===== config.mk =====
export PLATFORM = sky130hd
export DESIGN_NAME = hist2d_axis
export DESIGN_NICKNAME = d
export VERILOG_FILES = /design/src/sv/hist2d_pkg.sv /design/src/sv/hist2d_axis.sv
export SDC_FILE = /design/constraint.sdc
export NUM_CORES = 1
export LEC_CHECK = 0
export BUFFER_PORTS_ARGS = -buffer_cell sky130_fd_sc_hd__clkbuf_2
export CORE_MARGIN = 2
export CORE_UTILIZATION = 55
export DETAILED_ROUTE_END_ITERATION = 7
export PLACE_DENSITY = 0.74
export SLEW_MARGIN = 20
export SYNTH_ARGS = -nofsm -noshare
export SYNTH_HDL_FRONTEND = slang
export SYNTH_SLANG_ARGS = --single-unit

===== constraint.sdc =====
create_clock -name clk_i -period 7.3 [get_ports clk_i]
set_input_delay 0.365 -clock clk_i [delete_from_list [all_inputs] [get_ports clk_i]]
set_output_delay 0.365 -clock clk_i [all_outputs]
set_load 0.01 [all_outputs]

===== src/sv/hist2d_pkg.sv =====
// Shared constants, types and helpers of the two-dimensional histogram.
// No dependencies; used by every module of the block but the count RAM.
`timescale 1ns / 1ps
`default_nettype none

package hist2d_pkg;

  localparam int unsigned MaxBinsX  = 64;
  localparam int unsigned MaxBinsY  = 64;
  localparam int unsigned CountW    = 32;
  localparam int unsigned OutCountW = 32;

  localparam int unsigned Cells     = MaxBinsX * MaxBinsY;
  localparam int unsigned CellAddrW = $clog2(Cells);
  localparam int unsigned BinXW     = $clog2(MaxBinsX);
  localparam int unsigned BinYW     = $clog2(MaxBinsY);
  localparam int unsigned BinW      = (BinXW > BinYW) ? BinXW : BinYW;

  localparam int unsigned SampleW   = 16;
  localparam int unsigned ScaleW    = 16;
  localparam int unsigned FracW     = 16;
  localparam int unsigned ProdW     = SampleW + ScaleW;
  localparam int unsigned BinCntW   = 7;
  localparam int unsigned CfgIdxW   = 3;
  localparam int unsigned CfgDataW  = 16;

  typedef enum logic [CfgIdxW-1:0] {
    CfgXLow,
    CfgXHigh,
    CfgYLow,
    CfgYHigh,
    CfgXBins,
    CfgYBins,
    CfgXScale,
    CfgYScale
  } cfg_idx_e;

  typedef enum logic {
    OpFill = 1'b0,
    OpRead = 1'b1
  } op_e;

  // Stage enables from the sequencer to the axis units.
  typedef struct packed {
    logic load;
    logic mul;
  } axis_ctl_t;

  // Bins in use along one axis: zero counts as one, large values clamp to the maximum.
  function automatic logic [BinCntW-1:0] eff_bins(input logic [BinCntW-1:0] reg_val,
                                                  input logic [BinCntW-1:0] max_val);
    logic [BinCntW-1:0] res;
    if (reg_val == '0) begin
      res = BinCntW'(1);
    end else if (reg_val > max_val) begin
      res = max_val;
    end else begin
      res = reg_val;
    end
    return res;
  endfunction

endpackage

`default_nettype wire


===== src/sv/hist2d_axis.sv =====
// One axis of the binning path: range check, offset, scale multiply, clamp.
// Depends on hist2d_pkg; stepped by the sequencer in the top level.
`timescale 1ns / 1ps
`default_nettype none

module hist2d_axis (
  input  logic                                  clk_i,
  input  hist2d_pkg::axis_ctl_t                 ctl_i,
  input  logic signed [hist2d_pkg::SampleW-1:0] sample_i,
  input  logic signed [hist2d_pkg::SampleW-1:0] low_i,
  input  logic signed [hist2d_pkg::SampleW-1:0] high_i,
  input  logic        [hist2d_pkg::ScaleW-1:0]  scale_i,
  input  logic        [hist2d_pkg::BinCntW-1:0] bins_i,
  output logic                                  inside_o,
  output logic        [hist2d_pkg::BinW-1:0]    bin_o
);
  import hist2d_pkg::*;

  logic [SampleW-1:0] diff_d, diff_q;
  logic               inside_d, inside_q;
  logic [ProdW-1:0]   prod_q;
  logic [SampleW-1:0] whole;
  logic [BinCntW-1:0] last_bin;

  // Offset wraps modulo 2^16; it is only used when the sample is inside the range.
  assign diff_d   = $unsigned(sample_i) - $unsigned(low_i);
  assign inside_d = (sample_i >= low_i) && (sample_i < high_i);

  always_ff @(posedge clk_i) begin
    if (ctl_i.load) begin
      diff_q   <= diff_d;
      inside_q <= inside_d;
    end
    if (ctl_i.mul) begin
      prod_q <= ProdW'(diff_q) * ProdW'(scale_i);
    end
  end

  // Drop the fraction, then clamp to the last bin in use.
  assign whole    = prod_q[ProdW-1:FracW];
  assign last_bin = bins_i - BinCntW'(1);

  always_comb begin
    if (whole > SampleW'(last_bin)) begin
      bin_o = BinW'(last_bin);
    end else begin
      bin_o = BinW'(whole);
    end
  end

  assign inside_o = inside_q;

endmodule

`default_nettype wire


# Yosys cells after proc, flatten, opt, wreduce, memory -nomap -nowiden
# Index checks and enable logic that the tools add are counted.
[classes]
n_addsub = 2
n_mul = 1
order_cmp = 3
n_mux = 1
reduce_logical = 1
[ops]
columns = ["cell", "n"]
rows = [
  ["$mul A16 B16 Y32", 1],
  ["$ge A16 B16 Y1", 1],
  ["$gt A16 B7 Y1", 1],
  ["$lt A16 B16 Y1", 1],
  ["$sub A16 B16 Y16", 1],
  ["$sub A7 B1 Y7 const B", 1],
  ["$mux W6", 1],
  ["$logic_and A1 B1 Y1", 1],
]
[word_totals]
ff_bits = 49
output_inout_bits = 7
elab_cells = 11

# Logic depth before layout (Yosys ltp)
[depth]
ltp_word = 3
mapped_depth = 22
mapped_depth_nobuf = 21

# Worst setup path before layout
# No wires, ideal clock.
[synth_path]
path_kind = "flip-flop to flip-flop"
startpoint = "register diff_q[10]"
endpoint = "register prod_q[31], data pin"
setup_ns = 0.261
arrival_ns = 5.482
setup_slack_ns = 1.557
path_stages_with_launch = 20
path_buffers = 1
period_less_slack_ns = 5.743
cell_sequence = "edfxtp_1 clkbuf_1 nand2_1 fa_1 fa_1 fa_1 fa_1 inv_1 fa_1 inv_1 fa_1 inv_1 ha_1 a21o_1 a21o_1 a211oi_2 o21a_1 o21bai_2 a211oi_1 o21ai_1"
[synth_via]
elab_chain_cells = 1
[synth_lines]
columns = ["element", "line", "text"]
rows = [
  ["start, declared", "hist2d_axis.sv:19", "logic [SampleW-1:0] diff_d, diff_q;"],
  ["start signal, assigned", "hist2d_axis.sv:31", "diff_q <= diff_d;"],
  ["$mul A16 B16 Y32", "hist2d_axis.sv:35", "prod_q <= ProdW'(diff_q) * ProdW'(scale_i);"],
  ["end signal, assigned", "hist2d_axis.sv:35", ""],
  ["end, declared", "hist2d_axis.sv:21", "logic [ProdW-1:0] prod_q;"],
]
# Every way passes these cells.
# A chain may end at the register's enable or synchronous reset.

# Final worst setup path
[layout_path]
startpoint = "register diff_q[7]"
endpoint = "register prod_q[31], data pin"
# Same word-level chain as after synthesis.

==> impl_metrics.csv <==
group,metric,value,unit
run_status,status,"finished clean",
run,cap_violations,0,
cts,clock_latency,280,ps
cts,cts_tree,"done",
min_path,hp-class,"in2reg",
worst_setup_path,worstPathCellList,"and2_1 -> fa_1 -> inv_1 -> fa_1 -> fa_1 -> fa_1 -> inv_1 -> fa_1 -> inv_1 -> fa_1 -> inv_1 -> ha_1 -> a21o_1 -> a21o_1 -> a211oi_2 -> o21a_1 -> o21bai_2 -> a211oi_1 -> o21ai_1",
routing,wirelength,23.25,mm
worst_setup_path,path_class,"reg2reg",
timing,finalHoldViolations,0,
placement,portBuffers,80,
cts,cts_buffers,5,
worst_setup_path,cpPeakStageDelay,620,ps
synth,ys_types,60,
timing,finalSetupTns,0,ps
synth,synth_area,10870,um2
routing,vias_per_cell,5.397,
placement,dp_hpwl,19.30,mm
synth,ys.flop_type,"edfxtp_1",
cts,cts.sinks,33,
worst_setup_path,critPathArrivalTime,6310,ps
finish,final_util,59.77,%
routing,drtIter0Drc,477,
placement,gp_congestion,0.9070,
placement,place_area,11460,um2
routing,via_count,8231,
grt,grt_pass1_wl,38.49,mm
floorplan,core,19400,um2
finish,multi_input_area,8713,um2
worst_setup_path,path_common_cell,"fa_1",
timing,layout_setup_ws,1019,ps
finish,drive_gt1_share,7.937,%
floorplan,initial_utilization,56.01,%
synth,syn_area_per_cell,8.995,um2
timing,tightest_slew,775.8,ps
finish,area_growth,6.702,%
routing,wl_per_cell,15.25,um
synth,synth_fp_nets,1616,
synth,synthTopCellsByArea,"fa_1 (36%), ha_1 (16%), inv_1 (9.4%)",
grt,grt-ovfl-total,0,
synth,yosys_register_bits,33,
timing,rsz0062_at_grt,"false",
synth,synth-async-reset-ratio,0,%
cts,cts_setup_buffers,0,
worst_setup_path,worstPathRequired,7320,ps
floorplan,ioPinCount,81,
timing,slew_viol_final,0,
finish,diodes,0,
routing,antenna_left,0,
cts,ctsHoldBuffers,0,
finish,final-seq-area,991.0,um2
synth,synth_top_area_cell,"fa_1",
finish,num-fill-cells,1723,
timing,setup_viol,0,
floorplan,die_h,144.6,um
worst_setup_path,crit_path_end_kind,"register",
cts,htree_levels,2,
cts,cts_resized,0,
routing,drc,0,
timing,max_freq,159.2,MHz
timing,relSlewSlack,48.28,%
synth,synth_seq_area_share,9.120,%
cts,path_clk_slew,50,ps
grt,grt_max_degree,18,
worst_setup_path,path_buf_inv,4,
floorplan,dieWidth,144.6,um
floorplan,dieArea,20900,um2
routing,drtPass1Iterations,5,
grt,grt_pass1_vias,8235,
synth,synth_common_cells,"inv_1 (272), fa_1 (194), nand2_1 (157)",
floorplan,rows,51,
timing,period_share,86.04,%
grt,grt.total_usage,23.52,%
synth,syn_inst,1208,
synth,synth-edff-count,33,
timing,finClkSkew,3.227,ps
finish,fin_nets,1667,
placement,dpl_worst_slack,1063,ps
grt,antenna_found_initial,0,
worst_setup_path,crit_family,"adder cells",
synth,synth.most_common_cell,"inv_1",
worst_setup_path,cp-start-kind,"register",
cts,cts.path.max_buffers,2,
timing,fin_crit,6281,ps
synth,yosysWarnings,0,
cts,root_buffer,"clkbuf_16",
worst_setup_path,crit_fanout,16,
worst_setup_path,slowest_stage,"edfxtp_1",
synth,yosysTopAreaCellShare,35.74,%
finish,final_cell_area,11590,um2
## final timing paths
path	from	end	slack [ps]	cells after the start
max	diff_q[7]	prod_q[31]	1020	19
min	low_i[0]	diff_q[0]	520	3
max reg2reg	diff_q[7]	prod_q[31]	1020	19
min reg2reg	diff_q[15]	prod_q[31]	1740	6
## routing by layer
metal / global-route usage, % / wire, um
met1: 30.48 / 9310
met2: 41.16 / 12040
met3: 2.881 / 1303
met4: 7.614 / 596
met5: 0 / 0
## logic make-up after synthesis
kind of cell | synth area share [%]
buffers and inverters | 10.69
XOR/XNOR | 2.338
flip-flops | 9.120
AND/OR/NAND/NOR | 16.16
adder cells (fa/ha/maj) | 51.87
AO/OA/AOI/OAI | 9.178
multiplexers | 0.6564
## area by class of cell
| cell class | count | share of cell area (%) |
|---|---|---|
| tap | 265 | 2.860 |
| clock buffer | 8 | 1.176 |
| sequential | 33 | 8.547 |
| multi-input combinational | 867 | 75.16 |
| timing repair buffer | 80 | 3.453 |
| inverter | 272 | 8.806 |
## stage by stage
stage                     std cells  hold WS [ps]
after floorplan                1208         477.5
after global placement         1517         804.8
after detailed placement       1517         805.1
after CTS                      1525         523.4
after global routing           1525         542.0
final                          1525         517.8
## cell usage in the layout (no fill, tap or decap), drive strengths merged, types with 5 or more instances in the layout
cell type,count
a211oi,10
a21o,18
a21oi,40
and2,114
clkbuf,88
edfxtp,33
fa,194
ha,140
inv,272
mux2i,6
nand2,157
nand2b,6
nand3,8
nand4,13
nor2,26
nor2b,6
nor3,14
o211ai,7
o21a,9
o21ai,25
o21bai,5
xnor2,22
xor2,7
## registers in the layout, summed over array words and instances, names as in the netlist
signal / flops
diff_q: 16
prod_q: 16
inside_o: 1
## tightest hold or removal path, stage by stage
cell	delay, ps
clkbuf_2	80
ha_1	140
inv_1	40
Power is not shown: default switching activity piles up to over one toggle a cycle in this logic, so the estimate is an artifact.
